### src/design/mcstb_pkg.sv
`default_nettype none

package mcstb_pkg;

   // Default geometry of the bank
   localparam int NUM_TIMERS_DEF  = 8;
   localparam int COUNT_WIDTH_DEF = 32;

   // Width of the status and control bits packed in front of period and count
   localparam int REC_FLAG_BITS = 4;

   typedef logic [2:0] func_type;
   typedef logic [1:0] mode_type;

   // Command codes
   localparam func_type FUNC_START  = 3'd0;
   localparam func_type FUNC_STOP   = 3'd1;
   localparam func_type FUNC_PAUSE  = 3'd2;
   localparam func_type FUNC_RESUME = 3'd3;
   localparam func_type FUNC_CHPER  = 3'd4;
   localparam func_type FUNC_TICK   = 3'd5;
   localparam func_type FUNC_RUN    = 3'd6;

   // Per-timer state codes
   localparam mode_type MODE_UNUSED  = 2'd0;
   localparam mode_type MODE_RUNNING = 2'd1;
   localparam mode_type MODE_PAUSED  = 2'd2;
   localparam mode_type MODE_EXPIRED = 2'd3;

endpackage

`default_nettype wire

### src/design/mcstb_timer_ram.sv
`default_nettype none

// Timer record store: one write port, one registered read port.
// Entries never written since reset read back as all zeros.
module mcstb_timer_ram
   import mcstb_pkg::*;
#(
   parameter int Depth     = NUM_TIMERS_DEF,
   parameter int DataWidth = REC_FLAG_BITS + 2 * COUNT_WIDTH_DEF
) (
   input  wire logic                                  clock,
   input  wire logic                                  reset,
   input  wire logic                                  rd_en,
   input  wire logic [((Depth > 1) ? $clog2(Depth) : 1)-1:0] rd_addr,
   output logic      [DataWidth-1:0]                  rd_data,
   input  wire logic                                  wr_en,
   input  wire logic [((Depth > 1) ? $clog2(Depth) : 1)-1:0] wr_addr,
   input  wire logic [DataWidth-1:0]                  wr_data
);

   logic [DataWidth-1:0] timer_ram_ff [Depth];
   logic [Depth-1:0]     entry_live_ff;
   logic [DataWidth-1:0] rd_raw_ff;
   logic                 rd_live_ff;

   always_ff @(posedge clock) begin
      if (wr_en) begin
         timer_ram_ff[wr_addr] <= wr_data;
      end
      if (rd_en) begin
         rd_raw_ff <= timer_ram_ff[rd_addr];
      end
   end

   // live bits stand in for clearing the array at reset
   always_ff @(posedge clock) begin
      if (reset) begin
         entry_live_ff <= '0;
         rd_live_ff    <= 1'b0;
      end else begin
         if (wr_en) begin
            entry_live_ff[wr_addr] <= 1'b1;
         end
         if (rd_en) begin
            rd_live_ff <= entry_live_ff[rd_addr];
         end
      end
   end

   assign rd_data = rd_live_ff ? rd_raw_ff : '0;

endmodule

`default_nettype wire

### src/design/multi_channel_soft_timer_bank_unit.sv
`default_nettype none

// Bank of NUM_TIMERS one-shot/periodic software-style timers. Each request
// transaction carries a command: start (allocates the lowest unused timer and
// answers with one response giving its id, or a reject when the period is zero
// or the bank is full), stop, pause, resume, change period, tick (counts every
// running timer down, marking it expired at zero) and run (one response per
// expired timer in index order, last set on the final one; periodic timers
// reload, one-shot timers are freed). Stop, pause, resume and change period to
// an id at or above NUM_TIMERS, and the unused command code, do nothing. All
// timer records live in a RAM with one write port and one registered read
// port. Stop writes its entry directly with no read; every other entry access
// goes through a read state (S_RD) and a modify/write state (S_MOD). Pause,
// resume and change period visit one entry, tick and run walk every entry,
// and start walks entries up to the first unused one (all of them when the
// bank is full, none for a zero period). Back pressure on the response side
// adds cycles only when a response must be delivered while the previous one
// is still held. The next request is taken as soon as the current one is
// done, even while its last response still waits in the output register.
// No clearing pass is needed after reset.
module multi_channel_soft_timer_bank_unit
   import mcstb_pkg::*;
#(
   parameter int NUM_TIMERS  = NUM_TIMERS_DEF,
   parameter int COUNT_WIDTH = COUNT_WIDTH_DEF
) (
   input  wire logic        clock,
   input  wire logic        reset,

   // request channel
   input  wire logic        req_valid,
   output logic             req_stall,
   input  wire logic [2:0]  req_func,
   input  wire logic [2:0]  req_timer_id,
   input  wire logic [31:0] req_period,
   input  wire logic        req_periodic,
   input  wire logic        req_notify,

   // response channel
   output logic             rsp_valid,
   input  wire logic        rsp_stall,
   output logic             rsp_status,
   output logic [2:0]       rsp_result_id,
   output logic             rsp_expired,
   output logic             rsp_notify_out,
   output logic             rsp_last
);

   localparam int IdxWidth  = (NUM_TIMERS > 1) ? $clog2(NUM_TIMERS) : 1;
   localparam int RecWidth  = REC_FLAG_BITS + 2 * COUNT_WIDTH;
   localparam logic [IdxWidth-1:0] IdxLast = IdxWidth'(NUM_TIMERS - 1);

   // sequencer states
   localparam logic [2:0] S_IDLE   = 3'd0;
   localparam logic [2:0] S_RD     = 3'd1;  // read issued for idx_ff
   localparam logic [2:0] S_MOD    = 3'd2;  // read data back, modify and write
   localparam logic [2:0] S_FLUSH  = 3'd3;  // run done, deliver held result
   localparam logic [2:0] S_REJECT = 3'd4;  // deliver start reject

   logic [2:0]             state_ff, state_in;
   logic [IdxWidth-1:0]    idx_ff, idx_in;

   // latched command
   func_type               func_ff;
   logic [COUNT_WIDTH-1:0] per_ff;
   logic                   periodic_ff;
   logic                   notify_ff;

   // one expired timer held back so that last can be set on the final one
   logic                   pend_valid_ff, pend_valid_in;
   logic [2:0]             pend_id_ff, pend_id_in;
   logic                   pend_notify_ff, pend_notify_in;

   // output register
   logic                   rsp_valid_ff;
   logic                   rsp_status_ff;
   logic [2:0]             rsp_id_ff;
   logic                   rsp_expired_ff;
   logic                   rsp_notify_ff;
   logic                   rsp_last_ff;

   logic                   out_free;
   logic                   out_load;
   logic                   out_status;
   logic [2:0]             out_id;
   logic                   out_expired;
   logic                   out_notify;
   logic                   out_last;

   logic                   req_accept;
   logic                   req_id_ok;
   logic [IdxWidth-1:0]    req_idx;
   logic [COUNT_WIDTH-1:0] req_per;
   logic                   idx_at_end;

   // RAM access
   logic                   rd_en;
   logic                   wr_en;
   logic [IdxWidth-1:0]    wr_addr;
   logic [RecWidth-1:0]    rd_rec;
   logic [RecWidth-1:0]    wr_rec;

   // fields of the record just read
   mode_type               rd_mode;
   logic                   rd_periodic;
   logic                   rd_notify;
   logic [COUNT_WIDTH-1:0] rd_period;
   logic [COUNT_WIDTH-1:0] rd_count;
   logic [COUNT_WIDTH-1:0] cnt_dec;

   // fields of the record to write back
   mode_type               new_mode;
   logic                   new_periodic;
   logic                   new_notify;
   logic [COUNT_WIDTH-1:0] new_period;
   logic [COUNT_WIDTH-1:0] new_count;

   assign req_stall  = (state_ff != S_IDLE);
   assign req_accept = req_valid && !req_stall;
   assign req_id_ok  = (32'(req_timer_id) < NUM_TIMERS);
   assign req_idx    = IdxWidth'(req_timer_id);
   assign req_per    = COUNT_WIDTH'(req_period);
   assign idx_at_end = (idx_ff == IdxLast);

   assign out_free = !rsp_valid_ff || !rsp_stall;

   // record layout: {mode, periodic, notify, period, count}
   assign rd_count    = rd_rec[COUNT_WIDTH-1:0];
   assign rd_period   = rd_rec[2*COUNT_WIDTH-1:COUNT_WIDTH];
   assign rd_notify   = rd_rec[2*COUNT_WIDTH];
   assign rd_periodic = rd_rec[2*COUNT_WIDTH+1];
   assign rd_mode     = rd_rec[2*COUNT_WIDTH+3:2*COUNT_WIDTH+2];
   assign cnt_dec     = rd_count - 1'b1;

   assign wr_rec = {new_mode, new_periodic, new_notify, new_period, new_count};

   mcstb_timer_ram #(
      .Depth     (NUM_TIMERS),
      .DataWidth (RecWidth)
   ) u_timer_ram (
      .clock   (clock),
      .reset   (reset),
      .rd_en   (rd_en),
      .rd_addr (idx_ff),
      .rd_data (rd_rec),
      .wr_en   (wr_en),
      .wr_addr (wr_addr),
      .wr_data (wr_rec)
   );

   always_comb begin
      state_in       = state_ff;
      idx_in         = idx_ff;
      rd_en          = 1'b0;
      wr_en          = 1'b0;
      wr_addr        = idx_ff;
      new_mode       = rd_mode;
      new_periodic   = rd_periodic;
      new_notify     = rd_notify;
      new_period     = rd_period;
      new_count      = rd_count;
      out_load       = 1'b0;
      out_status     = 1'b0;
      out_id         = 3'(idx_ff);
      out_expired    = 1'b0;
      out_notify     = 1'b0;
      out_last       = 1'b1;
      pend_valid_in  = pend_valid_ff;
      pend_id_in     = pend_id_ff;
      pend_notify_in = pend_notify_ff;

      unique case (state_ff)
         S_IDLE: begin
            if (req_accept) begin
               unique case (req_func)
                  FUNC_START: begin
                     idx_in   = '0;
                     state_in = (req_per == '0) ? S_REJECT : S_RD;
                  end
                  FUNC_STOP: begin
                     // free the timer right away, no read needed
                     if (req_id_ok) begin
                        wr_en        = 1'b1;
                        wr_addr      = req_idx;
                        new_mode     = MODE_UNUSED;
                        new_periodic = 1'b0;
                        new_notify   = 1'b0;
                        new_period   = '0;
                        new_count    = '0;
                     end
                  end
                  FUNC_PAUSE, FUNC_RESUME: begin
                     if (req_id_ok) begin
                        idx_in   = req_idx;
                        state_in = S_RD;
                     end
                  end
                  FUNC_CHPER: begin
                     if (req_id_ok && req_per != '0) begin
                        idx_in   = req_idx;
                        state_in = S_RD;
                     end
                  end
                  FUNC_TICK, FUNC_RUN: begin
                     idx_in   = '0;
                     state_in = S_RD;
                  end
                  default: begin
                     // unused code: nothing to do
                  end
               endcase
            end
         end

         S_RD: begin
            rd_en    = 1'b1;
            state_in = S_MOD;
         end

         S_MOD: begin
            unique case (func_ff)
               FUNC_START: begin
                  if (rd_mode == MODE_UNUSED) begin
                     // wait for the output register before claiming the timer
                     if (out_free) begin
                        wr_en        = 1'b1;
                        new_mode     = MODE_RUNNING;
                        new_periodic = periodic_ff;
                        new_notify   = notify_ff;
                        new_period   = per_ff;
                        new_count    = per_ff;
                        out_load     = 1'b1;
                        state_in     = S_IDLE;
                     end
                  end else if (idx_at_end) begin
                     state_in = S_REJECT;
                  end else begin
                     idx_in   = IdxWidth'(idx_ff + 1'b1);
                     state_in = S_RD;
                  end
               end
               FUNC_PAUSE: begin
                  if (rd_mode == MODE_RUNNING) begin
                     wr_en    = 1'b1;
                     new_mode = MODE_PAUSED;
                  end
                  state_in = S_IDLE;
               end
               FUNC_RESUME: begin
                  if (rd_mode == MODE_PAUSED) begin
                     wr_en    = 1'b1;
                     new_mode = MODE_RUNNING;
                  end
                  state_in = S_IDLE;
               end
               FUNC_CHPER: begin
                  // period always stored, count reloaded only while running
                  wr_en      = 1'b1;
                  new_period = per_ff;
                  if (rd_mode == MODE_RUNNING) begin
                     new_count = per_ff;
                  end
                  state_in = S_IDLE;
               end
               FUNC_TICK: begin
                  if (rd_mode == MODE_RUNNING && rd_count != '0) begin
                     wr_en     = 1'b1;
                     new_count = cnt_dec;
                     if (cnt_dec == '0) begin
                        new_mode = MODE_EXPIRED;
                     end
                  end
                  if (idx_at_end) begin
                     state_in = S_IDLE;
                  end else begin
                     idx_in   = IdxWidth'(idx_ff + 1'b1);
                     state_in = S_RD;
                  end
               end
               FUNC_RUN: begin
                  if (rd_mode != MODE_EXPIRED) begin
                     if (idx_at_end) begin
                        state_in = S_FLUSH;
                     end else begin
                        idx_in   = IdxWidth'(idx_ff + 1'b1);
                        state_in = S_RD;
                     end
                  end else if (!pend_valid_ff || out_free) begin
                     // a newer expiry exists, so the held one is not last
                     if (pend_valid_ff) begin
                        out_load    = 1'b1;
                        out_id      = pend_id_ff;
                        out_expired = 1'b1;
                        out_notify  = pend_notify_ff;
                        out_last    = 1'b0;
                     end
                     pend_valid_in  = 1'b1;
                     pend_id_in     = 3'(idx_ff);
                     pend_notify_in = rd_notify;
                     wr_en          = 1'b1;
                     if (rd_periodic) begin
                        new_mode  = MODE_RUNNING;
                        new_count = rd_period;
                     end else begin
                        new_mode     = MODE_UNUSED;
                        new_periodic = 1'b0;
                        new_notify   = 1'b0;
                        new_period   = '0;
                        new_count    = '0;
                     end
                     if (idx_at_end) begin
                        state_in = S_FLUSH;
                     end else begin
                        idx_in   = IdxWidth'(idx_ff + 1'b1);
                        state_in = S_RD;
                     end
                  end
               end
               default: begin
                  state_in = S_IDLE;
               end
            endcase
         end

         S_FLUSH: begin
            if (!pend_valid_ff) begin
               state_in = S_IDLE;
            end else if (out_free) begin
               out_load      = 1'b1;
               out_id        = pend_id_ff;
               out_expired   = 1'b1;
               out_notify    = pend_notify_ff;
               out_last      = 1'b1;
               pend_valid_in = 1'b0;
               state_in      = S_IDLE;
            end
         end

         S_REJECT: begin
            if (out_free) begin
               out_load   = 1'b1;
               out_status = 1'b1;
               out_id     = '0;
               state_in   = S_IDLE;
            end
         end

         default: begin
            state_in = S_IDLE;
         end
      endcase
   end

   // control state
   always_ff @(posedge clock) begin
      if (reset) begin
         state_ff      <= S_IDLE;
         idx_ff        <= '0;
         pend_valid_ff <= 1'b0;
         rsp_valid_ff  <= 1'b0;
      end else begin
         state_ff      <= state_in;
         idx_ff        <= idx_in;
         pend_valid_ff <= pend_valid_in;
         if (out_load) begin
            rsp_valid_ff <= 1'b1;
         end else if (!rsp_stall) begin
            rsp_valid_ff <= 1'b0;
         end
      end
   end

   // payload registers
   always_ff @(posedge clock) begin
      if (req_accept) begin
         func_ff     <= req_func;
         per_ff      <= req_per;
         periodic_ff <= req_periodic;
         notify_ff   <= req_notify;
      end
      pend_id_ff     <= pend_id_in;
      pend_notify_ff <= pend_notify_in;
      if (out_load) begin
         rsp_status_ff  <= out_status;
         rsp_id_ff      <= out_id;
         rsp_expired_ff <= out_expired;
         rsp_notify_ff  <= out_notify;
         rsp_last_ff    <= out_last;
      end
   end

   assign rsp_valid      = rsp_valid_ff;
   assign rsp_status     = rsp_status_ff;
   assign rsp_result_id  = rsp_id_ff;
   assign rsp_expired    = rsp_expired_ff;
   assign rsp_notify_out = rsp_notify_ff;
   assign rsp_last       = rsp_last_ff;

endmodule

`default_nettype wire

### config.mk
export PLATFORM = sky130hd
export DESIGN_NAME = multi_channel_soft_timer_bank_unit
export DESIGN_NICKNAME = d
export VERILOG_FILES = /design/src/design/mcstb_pkg.sv /design/src/design/mcstb_timer_ram.sv /design/src/design/multi_channel_soft_timer_bank_unit.sv
export SDC_FILE = /design/constraint.sdc
export NUM_CORES = 1
export LEC_CHECK = 0
export BUFFER_PORTS_ARGS = -buffer_cell sky130_fd_sc_hd__buf_2
export CAP_MARGIN = 5
export CELL_PAD_IN_SITES_DETAIL_PLACEMENT = 1
export CELL_PAD_IN_SITES_GLOBAL_PLACEMENT = 1
export CORE_UTILIZATION = 25
export CTS_CLUSTER_DIAMETER = 80
export DETAILED_ROUTE_END_ITERATION = 10
export PLACE_DENSITY = 0.46
export SYNTH_ARGS = -nofsm -noshare
export SYNTH_HDL_FRONTEND = slang
export SYNTH_SLANG_ARGS = --single-unit
export TNS_END_PERCENT = 1
### constraint.sdc
create_clock -name clock -period 13.79 [get_ports clock]
set_clock_uncertainty 0.15 [all_clocks]
set_input_delay 0 -clock clock [delete_from_list [all_inputs] [get_ports clock]]
set_output_delay 0 -clock clock [all_outputs]
set_load 0.02 [all_outputs]
Word-level counts from Yosys, hierarchy flattened --
Memory sizes are Yosys's and may differ from the RTL's. A register that Yosys moved wholly into a read port is not among the register bits. Index checks and enable logic that the tools add are counted.
Storage, ports and cells: bits in registers 65, bits in latches 0, bits in read-only memories 0, word-level logic and storage cells 213, output and inout port bits 9, bits of input ports 44, memories kept 1, memory bits (writable) 544
Memories:
- u_timer_ram.timer_ram_ff | depth 8, bits a word 68, rd ports 1, clocked after Yosys merged registers in 1, wr ports 1, line mcstb_timer_ram.sv:21 | logic [DataWidth-1:0] timer_ram_ff [Depth];
Cells by class: magnitude comparators 3, div/mod/pow operators 0, equality and inequality tests 30, muxes and demuxes 127, add/sub/neg operators 2, reductions and logical operators 28, bitwise gates (word level) 5, $mul 0, shift-type cells 0
Operators with widths (count):
- 32-bit two-way mux | 15
- 32-bit case mux with 2 select lines | 2
- 32-bit case mux with 4 select lines | 1
- 32-bit case mux with 3 select lines | 1
- 3-bit two-way mux | 25
- 68-bit two-way mux | 1
- 32-bit zero test | 2
- 32-bit nonzero test | 2
- 1-bit two-way mux | 49
- 3-bit case mux with 3 select lines | 5
- 32-bit by 1-bit subtractor with 32-bit output, second input constant | 1
- 3-bit == test, second input constant | 8
- 2-bit two-way mux | 11
- 3-bit by 2-bit == test with 1-bit output, second input constant | 6
- 1-bit case mux with 2 select lines | 9
- 3-bit case mux with 5 select lines | 1
- 4-bit by 2-bit != test with 1-bit output, second input constant | 3
- 4-bit AND reduction | 3
- 2-bit != test, second input constant | 5
- 2-bit case mux with 5 select lines | 1
- 3-bit zero test | 3
- 3-bit by 4-bit < comparator with 1-bit output, second input constant | 2
- 8-bit bitwise OR | 1
- 4-bit OR reduction | 2
- other kinds (24) | 36

Longest topological paths before layout --
Gate-level depths: netlist of the first run.
word-level depth 10, depth in mapped cells 14, gate-level depth less buffers 9

By module --
From an unflattened synthesis of the first run, not the netlist that was laid out.
Second synthesis, totals: cells, all modules 1653, area, all modules 28743.8 µm²
By module, submodules not included:
- mcstb_timer_ram | instances 1, cells each 970, area each 23301.1 µm², seq. area each 18557.8 µm²
- multi_channel_soft_timer_bank_unit | instances 1, cells each 683, area each 5442.7 µm², seq. area each 1601.5 µm²

Worst setup path after synthesis of the first run --
Ideal clock, no wire load.
kind register -> register, start point register state_ff[0], end point register u_timer_ram.rd_live_ff, setup slack 7.279 ns, path buffers 1, library setup time 0.407 ns, arrival 5.954 ns, period minus slack after synthesis 6.511 ns, data required time 13.233 ns, cell stages (with the launch flop) 4, cell sequence dfxtp_1 clkbuf_1 nor3b_1 a311oi_1
On the way: longest elaborated chain between the ends 2
RTL lines:
- start: declaration | line multi_channel_soft_timer_bank_unit.sv:60 | logic [2:0] state_ff, state_in;
- start signal: assignment | line multi_channel_soft_timer_bank_unit.sv:362 | state_ff <= state_in;
- 3-bit by 1-bit == test with 1-bit output | line multi_channel_soft_timer_bank_unit.sv:172 | unique case (state_ff)
- 1-bit two-way mux | line multi_channel_soft_timer_bank_unit.sv:172
- end signal: assignment | line mcstb_timer_ram.sv:45 | rd_live_ff <= entry_live_ff[rd_addr];
- end: declaration | line mcstb_timer_ram.sv:24 | logic rd_live_ff;
Every way passes these cells. A chain may end at the register's enable or synchronous reset.

Worst setup path after layout of the first run --
start point register u_timer_ram.rd_live_ff, end point memory u_timer_ram.timer_ram_ff[4][34] (netlist bit) (enable)
On the way: longest elaborated chain between the ends 8, elaborated cells on any way between the ends 16, classes of those cells eq/ne (3); mux (10); reduce/logical (3)
RTL lines:
- 68-bit two-way mux * | line mcstb_timer_ram.sv:50 | assign rd_data = rd_live_ff ? rd_raw_ff : '0;
- 32-bit nonzero test or 2-bit by 1-bit == test with 1-bit output (tied branches) | line multi_channel_soft_timer_bank_unit.sv:266, multi_channel_soft_timer_bank_unit.sv:243
- 1-bit logical AND | line multi_channel_soft_timer_bank_unit.sv:266 | if (rd_mode == MODE_RUNNING && rd_count != '0) begin
- 1-bit two-way mux | line multi_channel_soft_timer_bank_unit.sv:266
- 1-bit case mux with 6 select lines * | line multi_channel_soft_timer_bank_unit.sv:221 | unique case (func_ff)
- 1-bit case mux with 2 select lines * | line multi_channel_soft_timer_bank_unit.sv:172
- 1-bit two-way mux * | line mcstb_timer_ram.sv:27 | if (wr_en) begin
- 1-bit two-way mux (implied by the code) * | line mcstb_timer_ram.sv:28 | timer_ram_ff[wr_addr] <= wr_data;
- end: declaration | line mcstb_timer_ram.sv:21
Mark *: on every way between the ends. The rest lies on a longest branch, timed or not.

==> results of run 1 <==
-- cell type report --
type                       instances  share of cell area, %
sequential                       677                  59.90
multi-input combinational        957                  23.52
clock buffer                      98                  6.145
tap                             1500                  5.573
timing repair buffer             169                  3.953
clock inverter                    36                 0.7579
inverter                          13                 0.1486
-- how the worst max path moves through the flow --
| stage | from | to | cells past startpoint |
|---|---|---|---|
| after global routing | u_timer_ram.rd_live_ff | u_timer_ram.timer_ram_ff[4][11] | 8 |
| after floorplan | state_ff[0] | u_timer_ram.rd_live_ff | 3 |
| after detailed placement | u_timer_ram.rd_live_ff | u_timer_ram.timer_ram_ff[4][34] | 8 |
| final | u_timer_ram.rd_live_ff | u_timer_ram.timer_ram_ff[4][34] | 8 |
| after global placement | u_timer_ram.rd_live_ff | u_timer_ram.timer_ram_ff[4][34] | 8 |
| after CTS | u_timer_ram.rd_live_ff | u_timer_ram.timer_ram_ff[4][10] | 8 |
-- per-stage QoR --
step	util (%)	hold WS [ps]	instances
6_report	29.89	33.32	3450
5_1_grt	29.89	32.35	3450
4_1_cts	29.89	3.488	3450
3_5_place_dp	27.15	36.54	3239
3_3_place_gp	27.15	33.91	3239
2_1_floorplan	-	-77.86	1757
-- report_power, final --
part,switching [uW],internal (uW)
Clock,820,1100
Sequential,78.2,2340
Combinational,291,168
-- critical path, cell delays in order, from the launching register on --
cell      delay [ps]
dfxtp_2          820
nand2_1          330
ha_1             320
nand4b_1         140
o31a_1           410
a21oi_1          200
o32a_1           530
nor2_4           510
buf_4            900
-- cell families (layout without fill, tap and decap cells) --
family          count (synthesis)  in the layout  share of synthesized area, %
compound gates                292            292                         7.475
xor+xnor                       15             15                        0.4614
fa+ha+maj                       5              5                        0.2197
buf+inv                       123            316                         1.824
flops                         677            677                         70.80
mux                           143            143                         11.10
simple gates                  502            502                         8.125
-- cells in the final DEF, fill, tap and decap left out, drive strengths merged, types with 8 or more instances in the layout --
cell / count
o31ai: 11
edfxtp: 660
buf: 92
dfxtp: 17
clkbuf: 98
a22o: 36
xor2: 8
inv: 17
a221oi: 21
or4: 10
nand4: 10
nand3: 21
nor3: 21
nand2: 279
or3: 13
clkinv: 29
o21ai: 65
a31oi: 10
a221o: 27
a21oi: 47
and2: 12
o211ai: 8
dlygate4sd3: 77
nand2b: 8
nor4: 27
nor2: 60
mux4: 138
-- what timing repair did --
item | CTS | global route
hold buffers | 77 | 0
setup endpoints to repair | 0 | 0
endpoints found under the hold margin | 55 | 0
setup buffers | 0 | 0
-- flip-flops by register name, summed over array words and instances (netlist names), 3 cells and up --
| register | cells |
|---|---|
| u_timer_ram.timer_ram_ff | 544 |
| rsp_result_id | 3 |
| func_ff | 3 |
| u_timer_ram.entry_live_ff | 8 |
| pend_id_ff | 3 |
| idx_ff | 3 |
| u_timer_ram.rd_raw_ff | 68 |
| state_ff | 3 |
| per_ff | 32 |
-- metal layers --
| metal | track usage, % | share of wire, % |
|---|---|---|
| met1 | 20.35 | 45 |
| met5 | 0 | 0.015 |
| met2 | 24.77 | 47 |
| met4 | 5.480 | 3.3 |
| met3 | 2.554 | 4.6 |
==> flow_summary.ini, run 1 <==
[synthesis]
syn_inst = 1757
syn_area_sq_mm = 0.02847
synth_area_leaders = edfxtp_1 70%, mux4_2 11%, nand2_1 3.7%
yosysWarningCount = 0
syn_nets = 1806
yosysSeqAreaShare_pct = 70.80
async_flop_share_pct = 0
ys_types = 80
netlist_top_cells_count = 660 x edfxtp_1, 279 x nand2_1, 138 x mux4_2, 74 x clkbuf_1, 59 x nor2_1
synth_edf_count = 660
avgSynthCellArea_sq_um = 16.21
yosysTopAreaCellShare_pct = 69.60
yosysMostFrequentCell = edfxtp_1
ys_seq_elements = 677
synth_flop_cell = edfxtp_1
synth_largest_area_cell = edfxtp_1

[setup_path]
cp-end-kind = register
r2r_end = u_timer_ram.timer_ram_ff[4][34]
required_ps = 13880
crit_type = register to register
cp-start-kind = register
rrSetupSlack_ps = 8990
worstReg2RegStart = u_timer_ram.rd_live_ff
critPathMaxFanout = 55
arrival_ps = 4890
ff2ff_path_depth = 8

[clock_network]
worstSkewPairLatency_ps = 640
cts.htree.levels = 3
numCtsBuffers = 79
clock_tree.buffer_depth = 3
cts_root_buf = clkbuf_16
cts_tree = yes
cts.clk_slew.worst_paths_ps = 60
cts.sinks = 677
cts-resized-gates = 0

[floorplan]
core-area_sq_mm = 0.1127
io_pins = 53
start_util_pct = 25.28
fp.dieH_microns = 339.5
fp-row-count = 123
die_w_microns = 339.5
dieArea_sq_mm = 0.1152

[min_path]
min_path_cells = 2
whs_endpoint = per_ff[3]
hold_path.class = primary input to register
hold_start = req_period[3]

[drt]
postRouteAntennaNets = 0
wl_microns = 87950
drc = 0
vias = 16970
avgRoutedWirePerCell_microns = 25.49
dr.pass1.iters = 5
via_per_inst = 4.920
drt-initial-drc-count = 1385

[timing]
fmax_mhz = 208.4
min_period_ps = 4799
final-max-slew-violation-count = 0
setup_violations = 0
fin_crit_sh_pct = 34.80
grt_setup_unrepaired = no
tightest_slew_ps = 1275
setup_tns_ps = 0
slew_headroom_pct = 14.98
setup_ws_ps = 8991
hold_viol = 0

[final_layout]
antenna_cells = 0
fillers = 11740
fin_nets = 1946
area_growth_pct = 18.27
final_area_sq_mm = 0.03368
drive_gt1_share_pct = 19.33
multi_input_area_sq_mm = 0.007921
register_area_sq_mm = 0.02017

[run_status]
status = finished, final reports clean

[job]
max_cap_violations = 0

[global_route]
grt_remaining_overflow = 0
grt_pass1_wl_microns = 128000
grt_max_degree = 59
grt_pass1_vias = 18180
grt_usage_pct = 15.21
antenna_found_initial = 4

[place]
portBuffers = 52
place_hpwl_microns = 53480
place_area_sq_mm = 0.03058
routabilityCongestion = 0.8305
dp_slack_ps = 8974

[power]
leakagePower_uw = 0.01061
powerDensity_mw_per_mm2 = 142.3
total_power_uw = 4791
ir_worst_vdd_mv = 0.08687
No activity file was read; power rests on OpenSTA's default activity.
==> run 2, diff against run 1 <==
- ABC_AREA: default -> 1
- PLACE_DENSITY: 0.46 -> 0.49
- clock period: 13.79 -> 4.2 ns (I/O delays scaled with it)
==> run 2 against run 1 <==
Compared with the run above: power rose to 3.7 times the previous value; wire length rose by 19%; synthesized cell count rose by 53%; final area rose by 5.3%; largest cell class unchanged; sequential share of layout area fell by 3.0 points; setup slack got worse by 8700 ps; flip-flop and latch count did not move; critical endpoint is now state_ff[1]; first-iteration DRC count rose by 13%; clock power rose to 3.6 times the previous value; cell count rose by 28%.
==> flow_summary.ini, run 2 <==
[run_status]
status = finished, final reports clean

[drt]
avgRoutedWirePerCell_microns = 23.64
dr.pass1.iters = 5
postRouteAntennaNets = 0
drc = 0
drt-initial-drc-count = 1568
vias = 21720
wl_microns = 104400
via_per_inst = 4.918

[setup_path]
slowest_stage = dlygate4sd3_1
crit_buf_inv = 5
required_ps = 4570
cp-start-kind = register
r2r_end = state_ff[1]
rrSetupSlack_ps = 240
arrival_ps = 4330
critPathTopFamily = buffers and inverters
worstReg2RegStart = state_ff[1]
crit_type = register to register
ff2ff_path_depth = 12
cp-end-kind = register
crit_path_cell_trace = inv_1 -> nor2_1 -> nand2_1 -> clkinv_2 -> buf_4 -> nand4_1 -> nand2_1 -> nor2_1 -> o31ai_1 -> dlygate4sd3_1 -> a21oi_1 -> dlygate4sd3_1
critPathMaxFanout = 14
slowest_delay_ps = 580
worstSetupPathDepth = 12

[place]
dp_slack_ps = 359.3
portBuffers = 52
routabilityCongestion = 0.8883
place_inst = 4192
place_hpwl_microns = 64630

[final_layout]
reg.largest.list = u_timer_ram.timer_ram_ff: 544 flops, u_timer_ram.rd_raw_ff: 68 flops, per_ff: 32 flops
regMostFlops = u_timer_ram.timer_ram_ff
fin_nets = 2867
fin_util_pct = 30.04
layout.cells.non_filler = 4416
antenna_cells = 0
layout_commonest_cell = edfxtp_1
mostFrequentLayoutCells = 660 x edfxtp_1, 572 x nor2_1, 424 x o21ai_0
largest_register_ffs = 544
drive_gt1_share_pct = 11.94
area_growth_pct = 19.21

[synthesis]
yosysTopAreaCellShare_pct = 66.60
ys_seq_elements = 677
syn_area_sq_mm = 0.02976
synth_area_leaders = edfxtp_1 67%, nor2_1 7.3%, o21ai_0 7.1%
syn_inst = 2690
yosysWarningCount = 0
yosysSeqAreaShare_pct = 67.74
synth_largest_area_cell = edfxtp_1
avgSynthCellArea_sq_um = 11.06
synth_edf_count = 660
ys_types = 53
syn_nets = 2739
netlist_top_cells_count = 660 x edfxtp_1, 577 x nor2_1, 424 x o21ai_0, 285 x nand2_1, 111 x clkbuf_1
async_flop_share_pct = 0
synth_flop_cell = edfxtp_1
yosysMostFrequentCell = edfxtp_1

[global_route]
grt_remaining_overflow = 0
grt_max_degree = 156
grt_usage_pct = 17.25
grt_pass1_vias = 22980
antenna_found_initial = 4
grt_pass1_wl_microns = 154900

[clock_network]
clock_tree.buffer_depth = 3
postCtsSetupBuffers = 0
cts.htree.levels = 3
numCtsBuffers = 80
cts.sinks = 677
worstSkewPairLatency_ps = 660
cts_tree = yes
cts.clk_slew.worst_paths_ps = 70
cts_root_buf = clkbuf_16

[floorplan]
start_util_pct = 25.20
die_w_microns = 347.0
io_pins = 53
dieArea_sq_mm = 0.1204
fp.dieH_microns = 347.0
fp-row-count = 126
core-area_sq_mm = 0.1181

[timing]
fmax_mhz = 252.8
setup_ws_ps = 244.4
hold_viol = 0
min_period_ps = 3956
fin_crit_sh_pct = 94.18
grt_setup_unrepaired = no
final-max-slew-violation-count = 0
tightest_slew_ps = 1230
slew_headroom_pct = 17.15
setup_violations = 0

[min_path]
hold_start = req_func[0]
min_path_cells = 2
hold_path.class = primary input to register
whs_endpoint = func_ff[0]

[power]
powerDensity_mw_per_mm2 = 496.0
leakagePower_uw = 0.01243
ir_worst_vdd_mv = 0.3059

[job]
max_cap_violations = 0
run 2: cell types whose count changed after synthesis, sizes merged, moves of 55 or more:
cell / previous run / this run
nand2: 279 / 334
nor2: 60 / 599
o22ai: 4 / 78
inv: 12 / 103
mux4: 138 / 0
a31oi: 10 / 71
o21ai: 65 / 435
run 2: routing by layer:
layer | wire length (microns) | global-route usage [%]
met1 | 49150 | 23.60
met2 | 48570 | 28.06
met3 | 4171 | 2.679
met4 | 2479 | 5.093
met5 | 40 | 0
run 2: where the power goes:
group          internal [uW]  total [uW]  switching (uW)
logic                    784        2860            2080
clock network           4020        6850            2830
registers               7710        7880             175
total                  12500       17600            5080
run 2: cell type report:
class | count | area [sq um]
inverters | 105 | 427.9
flip-flops and latches | 677 | 20170
well taps | 1536 | 1922
fillers | 12940 | 82600
clock buffers | 97 | 2108
repair buffers | 205 | 1859
multi-input cells | 1749 | 8517
clock inverters | 47 | 471.7
run 2: worst reg2reg max path, delay by kind of cell (launching register included):
family	cells	cell delay, ps
buf+inv	5	1870
simple gates	5	1220
compound gates	2	140
flops	1	470
run 2: cell families after synthesis:
| group | share of synthesized area, % |
|---|---|
| simple gates | 14.96 |
| compound gates | 13.27 |
| flops | 67.74 |
| buf+inv | 3.729 |
| fa+ha+maj | 0.2102 |
| xor+xnor | 0.08831 |
run 2: how the worst max path moves through the flow:
stage          slack (ps)                   start                              end
2_1_floorplan        -890  u_timer_ram.rd_live_ff   u_timer_ram.timer_ram_ff[2][0]
3_3_place_gp          430  u_timer_ram.rd_live_ff  u_timer_ram.timer_ram_ff[3][27]
3_5_place_dp          360  u_timer_ram.rd_live_ff  u_timer_ram.timer_ram_ff[4][43]
4_1_cts               280             state_ff[1]                      state_ff[1]
5_1_grt                50             state_ff[1]                      state_ff[1]
6_report              240             state_ff[1]                      state_ff[1]
run 2: what timing repair did:
| item | CTS | global route |
|---|---|---|
| endpoints found under the hold margin | 61 | 0 |
| gates resized for setup | 0 | 1 |
| hold buffers | 80 | 0 |
| endpoints found under the setup margin | 0 | 1 |
run 2: per-stage QoR:
stage | hold slack (ps) | total power [uW] | TNS [ps] | area, sq um
3_5_place_dp | 48.87 | 10860 | 0 | 32090
2_1_floorplan | -71.49 | 9710 | -61710 | 29760
6_report | 38.01 | 17600 | 0 | 35480
5_1_grt | 35.62 | 18320 | 0 | 35480
3_3_place_gp | 46.14 | 10820 | 0 | 32090
4_1_cts | 6.280 | 17840 | 0 | 35480
==> run 3, diff against run 2 <==
- RECOVER_POWER: default -> 25
==> run 3 against run 2 <==
Compared with the run above: the run now ends with max-capacitance violations, max-slew violations left; final area down 0.48%; first-iteration DRC count is 4.8% lower; global-route usage did not move; die area stayed put; flip-flop and latch count stayed put; critical path depth is 6 higher; largest cell class unchanged; wire length barely moved; utilization down 0.14 points.
==> flow_summary.ini, run 3 (synthesized netlist as in run 2, its figures left out) <==
[run_status]
status = finished, violations left
violations = max-capacitance violations, max-slew violations

[final_layout]
register_area_sq_mm = 0.02016
layout_commonest_cell = edfxtp_1
antenna_cells = 0
drive_gt1_share_pct = 9.757
reg.largest.list = u_timer_ram.timer_ram_ff: 544 flops, u_timer_ram.rd_raw_ff: 68 flops, per_ff: 32 flops
regMostFlops = u_timer_ram.timer_ram_ff
final_area_sq_mm = 0.03531
multi_input_area_sq_mm = 0.008494
largest_register_ffs = 544
fin_nets = 2867
area_growth_pct = 18.64
fillers = 12950
mostFrequentLayoutCells = 660 x edfxtp_1, 577 x nor2_1, 424 x o21ai_0

[min_path]
hold_path.class = primary input to register
min_path_cells = 2

[place]
place_hpwl_microns = 64630
portBuffers = 52
routabilityCongestion = 0.8883
place_area_sq_mm = 0.03209

[power]
powerDensity_mw_per_mm2 = 497.7
ir_worst_vdd_mv = 0.3058
leakagePower_uw = 0.01224

[global_route]
grt_pass1_vias = 22980
grt_usage_pct = 17.25
antenna_found_initial = 4
grt_remaining_overflow = 0
grt_max_degree = 156
grt_pass1_wl_microns = 154900

[drt]
drc = 0
vias = 21740
wl_microns = 104400
drt-initial-drc-count = 1493
via_per_inst = 4.923
dr.pass1.iters = 7
postRouteAntennaNets = 0
avgRoutedWirePerCell_microns = 23.64

[timing]
whs_ps = 139.4
tightest_slew_ps = 1977
final-max-slew-violation-count = 38
slew_headroom_pct = -31.80
hold_viol = 0
min_period_ps = 3966
setup_violations = 0
grt_setup_unrepaired = no
fmax_mhz = 252.1
fin_crit_sh_pct = 94.44

[setup_path]
cp-end-kind = register
critPathMaxFanout = 34
rrSetupSlack_ps = 230
arrival_ps = 4190
crit_type = register to register
required_ps = 4420
ff2ff_path_depth = 18
cp-start-kind = register

[clock_network]
cts.clk_slew.worst_paths_ps = 60
postCtsSetupBuffers = 0
worstSkewPairLatency_ps = 660
cts_tree = yes
cts_root_buf = clkbuf_16
clock_tree.buffer_depth = 3
cts.htree.levels = 3
numCtsBuffers = 80
cts.sinks = 677

[floorplan]
io_pins = 53
dieArea_sq_mm = 0.1204
start_util_pct = 25.20
core-area_sq_mm = 0.1181
fp-row-count = 126
fp.dieH_microns = 347.0
die_w_microns = 347.0

[job]
max_cap_violations = 1
## run 3: cell types whose count changed in the layout (fill, tap and decap cells not counted), moves of 3 or more
cell      before  now
clkbuf_1      15   66
buf_4         53   38
nor2_2        15   11
buf_2         52    9
inv_2         11    8
buf_12        20   17
clkbuf_2       0    8
nor2_1       572  577
## run 3: worst max-delay path, stage by stage, from the launching register on
cell and delay [ps]:
dfxtp_4 540, buf_4 290, nand2_1 190, nand2_1 100
nor2_1 230, nand2_4 80, nor2_4 130, nand2_4 60
nand2_4 80, inv_6 70, nand2_8 190, nand4_2 110
nand2_1 150, nand2_4 90, nand2_2 90, inv_2 50
nand3_2 50, clkinvlp_2 530, buf_12 420
## run 3: worst paths after layout
path | start | end
max | u_timer_ram.rd_live_ff | u_timer_ram.timer_ram_ff[0][25]
min reg2reg | u_timer_ram.entry_live_ff[5] | u_timer_ram.entry_live_ff[5]
min | req_func[0] | func_ff[0]
max reg2reg | u_timer_ram.rd_live_ff | u_timer_ram.timer_ram_ff[0][25]
## run 3: cell type report
class	count	share of cell area, %
Timing Repair Buffer	205	4.876
Clock buffer	97	5.971
Tap cell	1536	5.443
Inverter	105	1.205
Multi-Input combinational cell	1749	24.06
Clock inverter	47	1.336
Sequential cell	677	57.11
## run 3: where the power goes
part,internal [uW],switching [uW]
Sequential,7710,174
Clock,4020,2830
Combinational,766,2070
Total,12500,5080
## run 3: metal layers
| metal | vias to the layer above | wire length, microns | global-route usage (%) | share of wire [%] |
|---|---|---|---|---|
| li1 | 9921 | - | - | - |
| met4 | 4 | 2492 | 5.093 | 2.4 |
| met3 | 151 | 4061 | 2.679 | 3.9 |
| met5 | - | 40 | 0 | 0.038 |
| met1 | 11210 | 49320 | 23.60 | 47 |
| met2 | 451 | 48470 | 28.06 | 46 |
## run 3: what timing repair did
action | CTS | global route
resized for setup | 0 | 1
hold buffers | 80 | 0
endpoints found under the setup margin | 0 | 1
endpoints found under the hold margin | 61 | 0
## run 3: per-stage QoR
step / total power, uW / setup TNS, ps / cells / util, % / setup WS (ps)
after global placement: 10820 / 0 / 4192 / 27.18 / 427.7
after detailed placement: 10860 / 0 / 4192 / 27.18 / 359.3
after CTS: 17840 / 0 / 4416 / 30.04 / 280.1
after global routing: 18300 / 0 / 4416 / 29.90 / 35.85
final: 17570 / 0 / 4416 / 29.90 / 233.7
after floorplan: 9710 / -61710 / 2690 / - / -892.3
